## src/hw/rtl/erp_ctrl_pkg.sv

```systemverilog
// Package: codes, constants, ramp tables and shared types for the relief controller.
`timescale 1ns / 1ps
package erp_ctrl_pkg;

  localparam int CYCLE_TICKS   = 100;
  localparam int TRIGGER_TICKS = 70;

  localparam logic [7:0] RATIO_LIMIT_RESET = 8'd77;

  localparam logic [1:0] REG_RELIEF_LEVEL = 2'd0;
  localparam logic [1:0] REG_RATIO_LIMIT  = 2'd1;

  localparam logic [10:0] GAIN_BASE = 11'd1229;
  localparam logic [10:0] GAIN_MID  = 11'd1226;
  localparam logic [10:0] GAIN_HIGH = 11'd1442;
  localparam logic [10:0] GAIN_TOP  = 11'd1966;
  localparam logic [10:0] GAIN_LOW  = 11'd614;

  localparam logic [16:0] DECAY_SLOW = 17'd59299;
  localparam logic [16:0] DECAY_FAST = 17'd56407;

  typedef enum logic [1:0] {
    S_IDLE,
    S_MUL,
    S_FIN
  } seq_state_t;

  typedef enum logic [1:0] {
    PH_LIMIT,
    PH_CYCLE,
    PH_EXHALE,
    PH_TRIGGER
  } phase_t;

  typedef struct packed {
    logic               start;
    logic signed [17:0] a;
    logic signed [17:0] b;
  } mul_req_t;

  typedef logic [16:0] ramp_rom_t [0:127];

  function automatic ramp_rom_t build_ramp(input logic [16:0] c);
    ramp_rom_t   rom;
    logic [33:0] e;
    e = 34'd65536;
    for (int i = 0; i < 128; i++) begin
      rom[i] = e[16:0];
      e = ((e * {17'd0, c}) + 34'd32768) >> 16;
    end
    return rom;
  endfunction

  localparam ramp_rom_t RAMP_SLOW = build_ramp(DECAY_SLOW);
  localparam ramp_rom_t RAMP_FAST = build_ramp(DECAY_FAST);

endpackage

```

## src/hw/rtl/erp_in_if.sv

```systemverilog
// Interface: input tick channel of the relief controller.
`timescale 1ns / 1ps
interface erp_in_if;
  logic               valid;
  logic               ready;
  logic [8:0]         treatment_pressure;
  logic signed [14:0] flow;
  logic signed [14:0] rough_baseline;
  logic signed [14:0] breath_baseline;
  logic [9:0]         breath_rate;

  modport source (output valid, treatment_pressure, flow, rough_baseline,
                  breath_baseline, breath_rate, input ready);
  modport sink (input valid, treatment_pressure, flow, rough_baseline,
                breath_baseline, breath_rate, output ready);
endinterface

```

## src/hw/rtl/erp_out_if.sv

```systemverilog
// Interface: result channel of the relief controller.
`timescale 1ns / 1ps
interface erp_out_if;
  logic               valid;
  logic               ready;
  logic signed [15:0] pressure_offset;
  logic [1:0]         relief_phase;

  modport source (output valid, pressure_offset, relief_phase, input ready);
  modport sink (input valid, pressure_offset, relief_phase, output ready);
endinterface

```

## src/hw/rtl/erp_cfg_if.sv

```systemverilog
// Interface: configuration write channel of the relief controller.
`timescale 1ns / 1ps
interface erp_cfg_if;
  logic       valid;
  logic       ready;
  logic [1:0] index;
  logic [7:0] data;

  modport source (output valid, index, data, input ready);
  modport sink (input valid, index, data, output ready);
endinterface

```

## src/hw/rtl/erp_mul.sv

```systemverilog
// Shared signed multiplier with a registered product.
`timescale 1ns / 1ps
module erp_mul
  import erp_ctrl_pkg::*;
(
  input  logic               clk,
  input  mul_req_t           req,
  output logic signed [35:0] prod
);

  always_ff @(posedge clk) begin
    if (req.start) begin
      prod <= req.a * req.b;
    end
  end

endmodule

```

## src/hw/rtl/expiratory_pressure_relief_ctrl.sv

```systemverilog
// Top level: expiratory pressure relief controller with swing mode and relief machine.
//
// One tick enters on in_ch as a beat carrying treatment pressure, flow, the two
// flow baselines and the breath rate. Each tick gives exactly one result beat on
// out_ch with the signed pressure offset and the relief phase after the tick.
// A tick goes through capture, one pass through the shared multiplier,
// and the finishing step that applies the offset, saturation and state update.
// The multiplier handles the swing gain, the flow ratio cross product and the
// ramp scaling in turn, so only one tick is in work at a time.
// A new tick is accepted only once the last one has left the finishing step.
// A finished result sits in an output register; the next tick is accepted
// while it waits. If the receiver stalls, the finishing step holds until the
// output register frees, and in_ch stays not ready meanwhile.
// cfg takes register writes whenever reset is low: index 0 is relief_level,
// index 1 is the flow ratio limit; other indexes are ignored. Writes are meant
// for idle periods. During reset neither in_ch nor cfg is ready.
// Synchronous reset clears the relief machine to limit phase with zero
// counters and peak flow, sets relief_level to 0 and the ratio limit to 77.
`timescale 1ns / 1ps
module expiratory_pressure_relief_ctrl
  import erp_ctrl_pkg::*;
(
  input logic    clk,
  input logic    rst,
  erp_in_if.sink    in_ch,
  erp_out_if.source out_ch,
  erp_cfg_if.sink   cfg
);

  seq_state_t state, state_next;

  logic [2:0] relief_level;
  logic [7:0] ratio_limit;

  phase_t             phase, phase_next;
  logic [6:0]         cycle_count, cycle_count_next;
  logic [6:0]         trigger_count, trigger_count_next;
  logic signed [14:0] peak_flow, peak_flow_next;

  logic [8:0]         p_r;
  logic signed [14:0] flow_r;
  logic signed [14:0] rough_r;
  logic signed [14:0] bb_r;
  logic [9:0]         rate_r;

  logic               out_valid;
  logic signed [15:0] off_o;
  logic [1:0]         phase_o;

  mul_req_t           mreq;
  logic signed [35:0] prod;

  logic signed [15:0] diff_sw;
  logic signed [15:0] dfb;
  logic signed [15:0] den;
  logic signed [14:0] peak_new;
  logic [10:0]        gain;
  logic [6:0]         lvl10;
  logic signed [10:0] t_room;
  logic signed [10:0] d11;
  logic signed [7:0]  d;
  logic [6:0]         ramp_idx;
  logic [16:0]        ramp_e;
  logic [16:0]        ramp_val;
  logic signed [43:0] off_w;
  logic signed [43:0] pr6;
  logic signed [35:0] num;
  logic               hit;
  logic signed [19:0] dfb20;
  logic signed [19:0] five;
  logic signed [19:0] thr;
  logic               trig;
  logic [6:0]         cnt_inc;
  logic signed [15:0] off_sat;
  logic               load;

  erp_mul u_mul (
    .clk  (clk),
    .req  (mreq),
    .prod (prod)
  );

  assign cfg.ready   = !rst;
  assign in_ch.ready = (state == S_IDLE) && !rst;

  assign out_ch.valid           = out_valid;
  assign out_ch.pressure_offset = off_o;
  assign out_ch.relief_phase    = phase_o;

  always_ff @(posedge clk) begin
    if (rst) begin
      relief_level <= 3'd0;
      ratio_limit  <= RATIO_LIMIT_RESET;
    end else if (cfg.valid) begin
      case (cfg.index)
        REG_RELIEF_LEVEL: relief_level <= cfg.data[2:0];
        REG_RATIO_LIMIT:  ratio_limit  <= cfg.data;
        default: ;
      endcase
    end
  end

  always_ff @(posedge clk) begin
    if (in_ch.valid && in_ch.ready) begin
      p_r     <= in_ch.treatment_pressure;
      flow_r  <= in_ch.flow;
      rough_r <= in_ch.rough_baseline;
      bb_r    <= in_ch.breath_baseline;
      rate_r  <= in_ch.breath_rate;
    end
  end

  always_comb begin
    diff_sw  = 16'(flow_r) - 16'(rough_r);
    dfb      = 16'(flow_r) - 16'(bb_r);
    peak_new = (flow_r > peak_flow) ? flow_r : peak_flow;
    den      = 16'(peak_new) - 16'(bb_r);

    gain = GAIN_BASE;
    if (rate_r >= 10'd224 && rate_r < 10'd288) begin
      if (p_r <= 9'd60) gain = GAIN_BASE;
      else if (p_r < 9'd90) gain = GAIN_MID;
      else if (p_r < 9'd140) gain = GAIN_HIGH;
      else if (p_r < 9'd180) gain = GAIN_BASE;
      else gain = GAIN_TOP;
    end else if (rate_r >= 10'd288) begin
      gain = (p_r <= 9'd60) ? GAIN_LOW : GAIN_BASE;
    end

    lvl10  = {1'b0, relief_level, 3'b000} + {3'b000, relief_level, 1'b0};
    t_room = $signed({2'b00, p_r}) - $signed({4'b0000, lvl10});
    if (t_room < 11'sd40) d11 = $signed({2'b00, p_r}) - 11'sd40;
    else d11 = $signed({4'b0000, lvl10});
    d = d11[7:0];

    ramp_idx = (phase == PH_CYCLE) ? cycle_count : trigger_count;
    ramp_e   = (d >= 8'sd25) ? RAMP_SLOW[ramp_idx] : RAMP_FAST[ramp_idx];
    ramp_val = (phase == PH_CYCLE) ? (17'h10000 - ramp_e) : ramp_e;

    mreq.start = (state == S_MUL);
    if (relief_level == 3'd0) begin
      mreq.a = 18'(diff_sw);
      mreq.b = $signed({7'd0, gain});
    end else if (phase == PH_LIMIT) begin
      mreq.a = $signed({10'd0, ratio_limit});
      mreq.b = 18'(den);
    end else begin
      mreq.a = 18'(d);
      mreq.b = $signed({1'b0, ramp_val});
    end
  end

  always_comb begin
    num   = $signed({{12{dfb[15]}}, dfb, 8'd0});
    if (den > 16'sd0) hit = (num <= prod);
    else if (den < 16'sd0) hit = (num >= prod);
    else hit = dfb[15];

    dfb20 = 20'(dfb);
    five  = (dfb20 <<< 2) + dfb20;
    thr   = 20'sd2240 + $signed({8'd0, p_r, 3'b000});
    trig  = (five > thr);

    pr6     = $signed({{2{prod[35]}}, prod, 6'd0});
    cnt_inc = (phase == PH_CYCLE) ? cycle_count + 7'd1 : trigger_count + 7'd1;

    phase_next         = phase;
    cycle_count_next   = cycle_count;
    trigger_count_next = trigger_count;
    peak_flow_next     = peak_flow;
    off_w              = 44'sd0;

    if (relief_level == 3'd0) begin
      off_w = (44'(prod) + 44'sd32768) >>> 16;
    end else if (d != 8'sd0) begin
      case (phase)
        PH_LIMIT: begin
          peak_flow_next = peak_new;
          if (hit) begin
            cycle_count_next = 7'd0;
            phase_next       = PH_CYCLE;
          end
        end
        PH_CYCLE: begin
          off_w = -((pr6 + 44'sd32768) >>> 16);
          if (cnt_inc >= 7'(CYCLE_TICKS)) begin
            phase_next       = PH_EXHALE;
            cycle_count_next = 7'd0;
          end else begin
            cycle_count_next = cnt_inc;
          end
        end
        PH_EXHALE: begin
          off_w = -$signed({{30{d[7]}}, d, 6'd0});
          if (trig) begin
            phase_next         = PH_TRIGGER;
            trigger_count_next = 7'd0;
            peak_flow_next     = flow_r;
          end
        end
        default: begin
          off_w              = -((pr6 + 44'sd32768) >>> 16);
          trigger_count_next = cnt_inc;
          if (cnt_inc >= 7'(TRIGGER_TICKS)) phase_next = PH_LIMIT;
          peak_flow_next = peak_new;
        end
      endcase
    end

    if (off_w > 44'sd32767) off_sat = 16'sh7fff;
    else if (off_w < -44'sd32768) off_sat = -16'sh8000;
    else off_sat = off_w[15:0];
  end

  always_comb begin
    state_next = state;
    load       = 1'b0;
    case (state)
      S_IDLE: if (in_ch.valid) state_next = S_MUL;
      S_MUL:  state_next = S_FIN;
      S_FIN: begin
        if (!out_valid || out_ch.ready) begin
          load       = 1'b1;
          state_next = S_IDLE;
        end
      end
      default: state_next = S_IDLE;
    endcase
  end

  always_ff @(posedge clk) begin
    if (rst) begin
      state <= S_IDLE;
    end else begin
      state <= state_next;
    end
  end

  always_ff @(posedge clk) begin
    if (rst) begin
      phase         <= PH_LIMIT;
      cycle_count   <= 7'd0;
      trigger_count <= 7'd0;
      peak_flow     <= 15'sd0;
    end else if (load) begin
      phase         <= phase_next;
      cycle_count   <= cycle_count_next;
      trigger_count <= trigger_count_next;
      peak_flow     <= peak_flow_next;
    end
  end

  always_ff @(posedge clk) begin
    if (rst) begin
      out_valid <= 1'b0;
    end else if (load) begin
      out_valid <= 1'b1;
    end else if (out_ch.ready) begin
      out_valid <= 1'b0;
    end
  end

  always_ff @(posedge clk) begin
    if (load) begin
      off_o   <= off_sat;
      phase_o <= phase_next;
    end
  end

  a_phase_only_on_load: assert property (@(posedge clk) disable iff (rst)
    !load |=> $stable(phase))
    else $error("relief phase changed outside the finishing step");

  a_cycle_bound: assert property (@(posedge clk) disable iff (rst)
    cycle_count < 7'(CYCLE_TICKS))
    else $error("cycle counter out of range");

  a_trigger_bound: assert property (@(posedge clk) disable iff (rst)
    trigger_count <= 7'(TRIGGER_TICKS))
    else $error("trigger counter out of range");

  a_accept_starts: assert property (@(posedge clk) disable iff (rst)
    (in_ch.valid && in_ch.ready) |=> (state == S_MUL))
    else $error("accepted beat did not start the multiplier pass");

endmodule

```

## src/flat_wrapper.sv

```systemverilog
// flat-port wrapper written by rule: the top's interface ports become plain ports
module expiratory_pressure_relief_ctrl_flat import erp_ctrl_pkg::*;
  (clk, rst, in_ch_valid, in_ch_treatment_pressure, in_ch_flow, in_ch_rough_baseline, in_ch_breath_baseline, in_ch_breath_rate, in_ch_ready, out_ch_valid, out_ch_pressure_offset, out_ch_relief_phase, out_ch_ready, cfg_valid, cfg_index, cfg_data, cfg_ready);
  erp_in_if in_ch_i ();
  erp_out_if out_ch_i ();
  erp_cfg_if cfg_i ();
  input logic clk;
  input logic rst;
  input wire logic [$bits(in_ch_i.valid)-1:0] in_ch_valid;
  input wire logic [$bits(in_ch_i.treatment_pressure)-1:0] in_ch_treatment_pressure;
  input wire logic [$bits(in_ch_i.flow)-1:0] in_ch_flow;
  input wire logic [$bits(in_ch_i.rough_baseline)-1:0] in_ch_rough_baseline;
  input wire logic [$bits(in_ch_i.breath_baseline)-1:0] in_ch_breath_baseline;
  input wire logic [$bits(in_ch_i.breath_rate)-1:0] in_ch_breath_rate;
  output wire logic [$bits(in_ch_i.ready)-1:0] in_ch_ready;
  output wire logic [$bits(out_ch_i.valid)-1:0] out_ch_valid;
  output wire logic [$bits(out_ch_i.pressure_offset)-1:0] out_ch_pressure_offset;
  output wire logic [$bits(out_ch_i.relief_phase)-1:0] out_ch_relief_phase;
  input wire logic [$bits(out_ch_i.ready)-1:0] out_ch_ready;
  input wire logic [$bits(cfg_i.valid)-1:0] cfg_valid;
  input wire logic [$bits(cfg_i.index)-1:0] cfg_index;
  input wire logic [$bits(cfg_i.data)-1:0] cfg_data;
  output wire logic [$bits(cfg_i.ready)-1:0] cfg_ready;
  assign in_ch_i.valid = in_ch_valid;
  assign in_ch_i.treatment_pressure = in_ch_treatment_pressure;
  assign in_ch_i.flow = in_ch_flow;
  assign in_ch_i.rough_baseline = in_ch_rough_baseline;
  assign in_ch_i.breath_baseline = in_ch_breath_baseline;
  assign in_ch_i.breath_rate = in_ch_breath_rate;
  assign in_ch_ready = in_ch_i.ready;
  assign out_ch_valid = out_ch_i.valid;
  assign out_ch_pressure_offset = out_ch_i.pressure_offset;
  assign out_ch_relief_phase = out_ch_i.relief_phase;
  assign out_ch_i.ready = out_ch_ready;
  assign cfg_i.valid = cfg_valid;
  assign cfg_i.index = cfg_index;
  assign cfg_i.data = cfg_data;
  assign cfg_ready = cfg_i.ready;
  expiratory_pressure_relief_ctrl u_core (.clk(clk), .rst(rst), .in_ch(in_ch_i), .out_ch(out_ch_i), .cfg(cfg_i));
endmodule
```

## config.mk

```make
export PLATFORM = sky130hd
export DESIGN_NAME = expiratory_pressure_relief_ctrl_flat
export DESIGN_NICKNAME = d
export VERILOG_FILES = /design/src/hw/rtl/erp_ctrl_pkg.sv /design/src/hw/rtl/erp_in_if.sv /design/src/hw/rtl/erp_out_if.sv /design/src/hw/rtl/erp_cfg_if.sv /design/src/hw/rtl/erp_mul.sv /design/src/hw/rtl/expiratory_pressure_relief_ctrl.sv /design/src/flat_wrapper.sv
export SDC_FILE = /design/constraint.sdc
export NUM_CORES = 1
export LEC_CHECK = 0
export ABC_AREA = 1
export BUFFER_PORTS_ARGS = -buffer_cell sky130_fd_sc_hd__buf_2
export CORE_MARGIN = 1.5
export CORE_UTILIZATION = 25
export CTS_CLUSTER_SIZE = 28
export DETAILED_ROUTE_END_ITERATION = 10
export PLACE_DENSITY = 0.45
export SETUP_SLACK_MARGIN = 0.2
export SLEW_MARGIN = 20
export SYNTH_ARGS = -nofsm -noshare
export SYNTH_HDL_FRONTEND = slang
export SYNTH_SLANG_ARGS = --single-unit
export TNS_END_PERCENT = 20
```

## constraint.sdc

```tcl
create_clock -name clk -period 12.84 [get_ports clk]
set_input_delay 2.568 -clock clk [delete_from_list [all_inputs] [get_ports clk]]
set_output_delay 2.568 -clock clk [all_outputs]
set_load 0.05 [all_outputs]
```

==> run_results.csv, run 1 <==
group,metric,value,unit
cts,clkTransAtPathRegs,70,ps
critical_path,critPathBufInv,6,
synth,synth_area_leader_cell,"fa_1",
die,die-area,114000,um2
critical_path,arrival,11430,ps
synth,synth-compound-area-share,0.120,
cts,hold_buffers,0,
critical_path,cp-start-kind,"flop",
critical_path,critPathMaxFanout,30,
critical_path,path_class,"flop to flop",
sta,fin_skew,31.6,ps
run,cap_violations,0,
die,die_y,338,um
routing,drt_wl_total,98200,um
sta,tightest_slew,1100,ps
sta,rsz0062_at_grt,"no",
sta,hold_violations,0,
cts,cts_buffer_depth,2,
routing,ant_nets,0,
cells_and_area,fin_nets,4509,
routing,firstDrtPassIters,7,
cts,cts_tree,"built",
die,io_pins,100,
place,post-dp-hpwl,82000,um
grt,overflow,0,
synth,syn-num-nets,4416,
cts,cts_setup_buffers,0,
critical_path,crit_required,13060,ps
critical_path,cp.depth,49,
synth,netlist_area,28000,um2
cells_and_area,drive_gt1_frac,0.0937,
die,start_util,0.253,
cells_and_area,area_delta_synth_final,11.0,%
die,design.core.area,111000,um2
cells_and_area,fill_cells,12300,
synth,synthTopCellsByArea,"fa_1 22%, edfxtp_1 12%, ha_1 12%",
synth,ys_warn_count,0,
die,rows,122,
place,place_congestion,0.926,
synth,synth-simple-area-share,0.232,
synth,ys_seq_area_frac,0.153,
cts,cts_root_buffer,"clkbuf_16",
grt,grt_pass1_wl,153000,um
synth,ys.flop_type,"edfxtp_1",
grt,globalRouteTotalUtil,0.176,
synth,syn_avg_cell_area,7.44,um2
routing,vias,24700,
synth,async_flop_share,0,
synth,synth_mux_area_frac,0,
critical_path,cp-end-kind,"flop",
place,portBuffers,94,
cts,clk_latency,490,ps
cts,htree_levels,4,
cts,clkSinkCount,158,
hold_path,hold_class,"flop to flop",
outcome,outcome,"finished clean",
sta,max_freq,0.0892,GHz
sta,fin_setup_tns,0,ps
cells_and_area,final_cell_mix,"741 x inv_1, 704 x nand2_1, 350 x nor2_1, 311 x fa_1, 259 x ha_1",
hold_path,holdPathStages,2,
routing,initialDrtViolationCount,1744,
synth,yosysUniqueCellTypes,66,
synth,synth_xor_area_frac,0.0366,
synth,postSynthCellCount,3767,
cells_and_area,n_antenna_cell,0,
routing,wire_per_inst,18.3,um
critical_path,crit_family,"adder cells",
synth,synth_top_family_by_area,"adder cells",
synth,synthAdderAreaFrac,0.338,
critical_path,cp_slowest_cell,"o21ai_0",
synth,synth-edff-count,113,
routing,viasPerCell,4.60,
grt,antenna_found_initial,1,
sta,max_slew_margin,0.259,
grt,grt_max_degree,60,
synth,synth-seq-cells,158,
sta,fin_crit_sh,0.873,
sta,slew_viol_final,0,
synth,netlist.area_leader.share,0.222,
cts,numCtsBuffers,17,
sta,period_needed,11210,ps
routing,drc,0,
grt,grt_pass1_vias,25100,
die,die_x,338,um
sta,finalSetupViolCount,0,
critical_path,r2r_cells,49,
critical_path,cp_slowest_stage_delay,610,ps
cells_and_area,mostFrequentLayoutCell,"inv_1",
==> cell families after synthesis <==
group | count (synthesis)
DFF | 158
xor gates and xnor gates | 117
AOI/OAI and AO/OA | 584
and+or+nand+nor | 1476
buffers and inverters | 862
adders and majority gates | 570
==> metrics by stage <==
step | setup WS [ps] | hold WS [ps] | cells | instance area, um2 | utilization
floorplan | 3150 | 424 | 3767 | 28000 | -
global placement | 1320 | 454 | 5329 | 30500 | 0.275
detailed placement | 1410 | 456 | 5329 | 30500 | 0.275
CTS | 1360 | 467 | 5361 | 31100 | 0.281
global route | 460 | 492 | 5361 | 31100 | 0.281
finish | 1630 | 464 | 5361 | 31100 | 0.281
==> cell usage after synthesis, types with 12 or more instances <==
| library cell | n |
|---|---|
| ha_1 | 259 |
| inv_1 | 741 |
| nand2_1 | 705 |
| nor2_2 | 22 |
| nor3_1 | 53 |
| nand3_1 | 185 |
| inv_2 | 12 |
| o21ai_1 | 21 |
| a21oi_1 | 219 |
| nand2_2 | 51 |
| o21ai_0 | 188 |
| nand4_1 | 28 |
| edfxtp_1 | 113 |
| a211oi_1 | 15 |
| nand3_2 | 13 |
| nor2_1 | 352 |
| o211ai_1 | 29 |
| xor2_1 | 93 |
| clkbuf_1 | 59 |
| or2_2 | 13 |
| fa_1 | 311 |
| o31ai_1 | 12 |
| nor2_4 | 14 |
| a31oi_1 | 21 |
| dfxtp_1 | 45 |
| buf_2 | 19 |
| xnor2_1 | 24 |
==> layer usage <==
layer	wire length (um)	up-vias	GRT usage
met4	1490	0	0.0350
met1	46900	11900	0.244
met5	0	-	0
met3	3900	75	0.0169
li1	-	12100	-
met2	45800	558	0.297
==> what timing repair did <==
item,CTS,global route
endpoints found under the setup margin,0,1
hold endpoints to repair,0,0
resized for setup,0,1
==> path summary, 6_finish.rpt <==
path	start	end	slack (ps)
setup / recovery	u_core.flow_r[1]	u_core.u_mul.prod[34]	1630
hold / removal	u_core.trigger_count[1]	u_core.trigger_count[1]	460
setup reg to reg	u_core.flow_r[1]	u_core.u_mul.prod[34]	1630
hold reg to reg	u_core.trigger_count[1]	u_core.trigger_count[1]	460
==> sequential cells by signal, indices dropped and copies added (netlist names) <==
| name | cells |
|---|---|
| u_core.rate_r | 5 |
| u_core.p_r | 9 |
| u_core.flow_r | 15 |
| u_core.peak_flow | 15 |
| u_core.rough_r | 15 |
| u_core.u_mul.prod | 36 |
| u_core.relief_level | 3 |
| u_core.out_ch.relief_phase | 2 |
| u_core.bb_r | 15 |
| u_core.cycle_count | 7 |
| u_core.ratio_limit | 8 |
| u_core.phase | 2 |
| u_core.trigger_count | 7 |
| u_core.state | 2 |
| u_core.out_ch.pressure_offset | 16 |
| u_core.out_ch.valid | 1 |
==> final cells by class <==
cell class                 count  area (um2)  share of cell area
timing repair buffer         175        1090              0.0351
inverter                     761        2860              0.0919
clock buffer                  18         439              0.0141
tap                         1488        1860              0.0599
sequential                   158        4290               0.138
clock inverter                14         168             0.00539
multi-input combinational   2747       20400               0.656
==> worst reg2reg max path: cells and delay by family, from the launching register on <==
family / cells / cell delay, ps
fa+ha+maj: 9 / 4210
compound gates: 16 / 3280
simple gates: 17 / 2210
buf+inv: 6 / 560
flops: 1 / 530
xor+xnor: 1 / 150
Power of run 1 is left out: the tool's default activity adds up to more than one toggle a clock period on the data nets, which glitch-free logic cannot reach.
==> inputs of run 2 (changes only) <==
--- a/config.mk
+++ b/config.mk
@@ -6,12 +6,13 @@
 export NUM_CORES = 1
 export LEC_CHECK = 0
 export ABC_AREA = 1
-export BUFFER_PORTS_ARGS = -buffer_cell sky130_fd_sc_hd__buf_2
+export BUFFER_PORTS_ARGS = -buffer_cell sky130_fd_sc_hd__buf_4
 export CORE_MARGIN = 1.5
 export CORE_UTILIZATION = 25
 export CTS_CLUSTER_SIZE = 28
 export DETAILED_ROUTE_END_ITERATION = 10
 export PLACE_DENSITY = 0.45
+export REMOVE_ABC_BUFFERS = 1
 export SETUP_SLACK_MARGIN = 0.2
 export SLEW_MARGIN = 20
 export SYNTH_ARGS = -nofsm -noshare
==> constraint.sdc (replaced) <==
create_clock -name clk -period 12.84 [get_ports clk]
set_input_delay 1.926 -clock clk [delete_from_list [all_inputs] [get_ports clk]]
set_output_delay 1.926 -clock clk [all_outputs]
set_load 0.05 [all_outputs]
==> run 2 against run 1 <==
  * First-iteration DRC count increased by 5.4%
  * Die area unchanged
  * Maximum frequency is 0.59% lower
  * Non-clock buffer count is 6 lower
  * Sequential share of layout area down 0.062 points
  * Critical path type unchanged
  * Critical endpoint is now u_core.u_mul.prod[35]
  * Highest routed layer unchanged
==> run_results.csv, run 2 (synthesis results as in run 1) <==
group,metric,value,unit
outcome,outcome,"finished clean",
sta,hold_slack,461,ps
sta,fin_setup_tns,0,ps
cells_and_area,drive_gt1_frac,0.0921,
die,rows,122,
cells_and_area,finalNonFillerCells,5355,
routing,met2RoutedLength,46000,um
cts,htree_levels,4,
sta,fin_crit_sh,0.878,
critical_path,reg2reg_slack,1560,ps
cells_and_area,fin_nets,4503,
sta,rsz0062_at_grt,"no",
cts,hold_buffers,0,
cts,clkTransAtPathRegs,70,ps
cells_and_area,mostFrequentLayoutCell,"inv_1",
die,io_pins,100,
grt,grt_pass1_vias,25000,
place,post-dp-hpwl,82400,um
die,die_y,338,um
critical_path,crit_family,"adder cells",
cells_and_area,top_register,"u_core.u_mul.prod",
place,dp.cells,5323,
routing,ant_nets,0,
critical_path,cp_slowest_stage_delay,530,ps
hold_path,holdPathStages,2,
critical_path,cp_slowest_cell,"fa_1",
routing,top_layer_used,"met4",
cts,cts_tree,"built",
hold_path,min_to,"u_core.trigger_count[3]",
cts,cts_resized,0,
critical_path,cp-end-kind,"flop",
die,die_x,338,um
routing,wire_per_inst,18.6,um
cts,numCtsBuffers,17,
critical_path,critPathBufInv,11,
cells_and_area,area_delta_synth_final,11.5,%
cts,cts_setup_buffers,0,
routing,drt_wl_total,99400,um
hold_path,hold_path_startpoint,"u_core.trigger_count[3]",
cells_and_area,final_cell_mix,"741 x inv_1, 705 x nand2_1, 350 x nor2_1, 311 x fa_1, 259 x ha_1",
routing,firstDrtPassIters,6,
die,design.core.area,111000,um2
grt,grt_max_degree,60,
cts,cts_buffer_depth,2,
cells_and_area,n_antenna_cell,0,
critical_path,timing.rr.end,"u_core.u_mul.prod[35]",
sta,max_slew_margin,0.321,
grt,overflow,0,
sta,period_needed,11280,ps
place,portBuffers,94,
cts,cts_root_buffer,"clkbuf_16",
sta,max_freq,0.0887,GHz
place,place_area,30700,um2
run,cap_violations,0,
routing,viasPerCell,4.63,
cts,clkSinkCount,158,
die,start_util,0.253,
sta,finalSetupViolCount,0,
routing,initialDrtViolationCount,1838,
critical_path,crit_required,13060,ps
critical_path,reg2reg_from,"u_core.flow_r[2]",
grt,antenna_found_initial,1,
routing,vias,24800,
critical_path,cp-start-kind,"flop",
sta,fin_skew,24.2,ps
routing,wl_met1,46500,um
hold_path,hold_class,"flop to flop",
sta,slew_viol_final,0,
sta,tightest_slew,993,ps
routing,drc,0,
critical_path,critPathMaxFanout,16,
critical_path,r2r_cells,54,
cells_and_area,fin_area,31200,um2
sta,hold_violations,0,
cts,clk_latency,500,ps
routing,met3WireLength,4390,um
grt,grt_pass1_wl,153000,um
place,place_congestion,0.930,
cells_and_area,largest_register_ffs,36,
die,die-area,114000,um2
critical_path,arrival,11500,ps
critical_path,path_class,"flop to flop",
grt,globalRouteTotalUtil,0.177,
==> run 2: per-stage QoR <==
step	util	setup WS (ps)
after detailed placement	0.277	1590
after CTS	0.282	1480
final	0.282	1560
after global routing	0.282	579
after floorplan	-	688
after global placement	0.277	1620
==> run 2: worst max path at each step <==
stage | start | end | slack (ps) | cells past startpoint
global route | u_core.flow_r[2] | u_core.u_mul.prod[34] | 580 | 54
global placement | u_core.flow_r[2] | u_core.u_mul.prod[35] | 1620 | 54
CTS | u_core.flow_r[2] | u_core.u_mul.prod[35] | 1480 | 54
floorplan | u_core.phase[0] | u_core.u_mul.prod[35] | 690 | 40
detailed placement | u_core.flow_r[2] | u_core.u_mul.prod[35] | 1590 | 54
finish | u_core.flow_r[2] | u_core.u_mul.prod[35] | 1560 | 54
==> run 2: tightest hold or removal path, cell delays in order, from the launching register on <==
cell	delay (ps)
dfxtp_1	300
inv_1	60
a21oi_1	60
==> run 2: area by class of cell <==
| class | count | area (um2) |
|---|---|---|
| inverters | 761 | 2860 |
| fillers | 12300 | 79600 |
| clock buffers | 18 | 429 |
| flip-flops and latches | 158 | 4290 |
| well taps | 1488 | 1860 |
| repair buffers | 169 | 1270 |
| multi-input cells | 2747 | 20400 |
| clock inverters | 14 | 150 |
==> run 2: routing by layer <==
layer / up-vias / GRT usage
li1: 12100 / -
met1: 12000 / 0.242
met2: 591 / 0.296
met3: 106 / 0.0174
met4: 0 / 0.0500
met5: - / 0
Power of run 2 is left out for the same reason.
==> inputs of run 3 (changes only) <==
--- a/config.mk
+++ b/config.mk
@@ -8,10 +8,11 @@
 export ABC_AREA = 1
 export BUFFER_PORTS_ARGS = -buffer_cell sky130_fd_sc_hd__buf_4
 export CORE_MARGIN = 1.5
-export CORE_UTILIZATION = 25
+export CORE_UTILIZATION = 38
 export CTS_CLUSTER_SIZE = 28
 export DETAILED_ROUTE_END_ITERATION = 10
-export PLACE_DENSITY = 0.45
+export GPL_TIMING_DRIVEN = 0
+export PLACE_DENSITY = 0.59
 export REMOVE_ABC_BUFFERS = 1
 export SETUP_SLACK_MARGIN = 0.2
 export SLEW_MARGIN = 20
==> run 3 against run 2 <==
  * Final area fell by 2.7%
  * Via count rose by 0.81%
  * Sequential share of layout area rose by 0.38 points
  * Non-clock buffer count fell by 58
  * Routed wire length fell by 6.3%
  * Clock-buffer cell count did not move
  * Final cell count fell by 11%
  * First-iteration DRC count rose by 23%
  * Clock skew rose by 3.2 ps
  * Highest routed layer unchanged
==> run_results.csv, run 3 (synthesis results as in run 1) <==
group,metric,value,unit
hold_path,min_to,"u_core.ratio_limit[0]",
grt,grt_util_met3,0.0298,
grt,globalRouteTotalUtil,0.254,
critical_path,crit_required,13060,ps
critical_path,cp_slowest_stage_delay,790,ps
routing,wire_per_inst,19.5,um
routing,firstDrtPassIters,6,
routing,vias,25000,
sta,tightest_slew,1160,ps
cts,cts_root_buffer,"clkbuf_16",
critical_path,path_class,"flop to flop",
critical_path,cp-start-kind,"flop",
cts,cts_buffer_depth,2,
critical_path,cp_slowest_cell,"dfxtp_2",
critical_path,reg2reg_from,"u_core.phase[0]",
cts,htree_levels,4,
die,die_x,274,um
sta,rsz0062_at_grt,"yes",
sta,fin_skew,27.3,ps
critical_path,critPathMaxFanout,31,
critical_path,reg2reg_slack,920,ps
sta,hold_violations,0,
sta,slew_viol_final,0,
grt,busiest_layer,"met2",
sta,fin_crit_sh,0.928,
grt,grt_max_degree,49,
hold_path,hold_class,"flop to flop",
hold_path,hold_path_startpoint,"u_core.ratio_limit[0]",
sta,max_slew_margin,0.229,
cts,clkSinkCount,158,
run,cap_violations,0,
cells_and_area,top_register,"u_core.u_mul.prod",
hold_path,holdPathStages,2,
critical_path,timing.critical_path.mode_cell,"inv_1",
place,portBuffers,94,
grt,antenna_found_initial,0,
routing,initialDrtViolationCount,2260,
grt,overflow,0,
critical_path,r2r_cells,47,
critical_path,startpoint,"u_core.phase[0]",
sta,max_freq,0.0839,GHz
grt,met2_usage,0.413,
cells_and_area,area_delta_synth_final,8.56,%
routing,ant_nets,0,
routing,drc,0,
grt,grt_pass1_vias,24700,
critical_path,cp-end-kind,"flop",
sta,finalSetupViolCount,0,
critical_path,timing.rr.end,"u_core.u_mul.prod[35]",
die,die_y,274,um
outcome,outcome,"finished clean",
routing,drt_wl_total,93100,um
die,rows,99,
cells_and_area,n_antenna_cell,0,
cts,cts_setup_buffers,0,
cts,clk_latency,510,ps
die,die-area,75300,um2
critical_path,arrival,12140,ps
cts,numCtsBuffers,17,
cells_and_area,fin_nets,4445,
grt,grt_pass1_wl,145000,um
cells_and_area,largest_register_ffs,36,
cells_and_area,utilization,0.417,
cts,cts_tree,"built",
routing,viasPerCell,5.25,
die,io_pins,100,
cells_and_area,final_cell_mix,"739 x inv_1, 704 x nand2_1, 348 x nor2_1, 311 x fa_1, 259 x ha_1",
grt,grt_use_met1,0.349,
cells_and_area,mostFrequentLayoutCell,"inv_1",
cells_and_area,drive_gt1_frac,0.0840,
die,start_util,0.384,
cts,clkTransAtPathRegs,70,ps
die,design.core.area,73000,um2
sta,period_needed,11920,ps
place,post-dp-hpwl,76900,um
place,place_congestion,1.01,
[run 3: worst max-delay path, delay by kind of cell, from the launching register on]
family | cells | cell delay [ps]
adders and majority gates | 8 | 4030
and+or+nand+nor | 19 | 3340
AOI/OAI and AO/OA | 8 | 2070
buffers and inverters | 11 | 1240
DFF | 1 | 790
xor gates and xnor gates | 1 | 130
[run 3: worst max-delay path by stage]
stage	end	cells past startpoint	slack, ps
after floorplan	u_core.u_mul.prod[35]	40	690
after global placement	u_core.u_mul.prod[35]	37	-4520
after detailed placement	u_core.u_mul.prod[35]	48	80
after CTS	u_core.u_mul.prod[35]	46	300
after global routing	u_core.u_mul.prod[35]	53	190
final	u_core.u_mul.prod[35]	47	920
[run 3: what timing repair did]
item / CTS / global route
endpoints found under the setup margin: 4 / 11
resized for setup: 1 / 7
gates cloned: 0 / 0
hold buffers: 0 / 0
[run 3: metal layers]
metal	part of all wire	vias up
li1	-	12000
met1	0.45	12000
met2	0.46	830
met3	0.062	136
met4	0.034	0
met5	0	-
[run 3: layout make-up]
cell class / instances / area [um2]
Timing Repair Buffer: 111 / 968
Clock buffer: 18 / 429
Fill cell: 7606 / 42600
Clock inverter: 14 / 151
Tap cell: 959 / 1200
Multi-Input combinational cell: 2747 / 20500
Sequential cell: 158 / 4300
Inverter: 761 / 2860
[run 3: metrics by stage]
stage	instance area [um2]	worst slack [ps]	hold WS (ps)	std cells	setup TNS [ps]
CTS	30400	296	462	4768	0
global route	30400	190	487	4768	0
detailed placement	29800	77.5	445	4736	0
floorplan	27500	688	424	3666	0
global placement	29400	-4520	433	4719	-104540
finish	30400	924	463	4768	0
Power of run 3 is left out for the same reason.
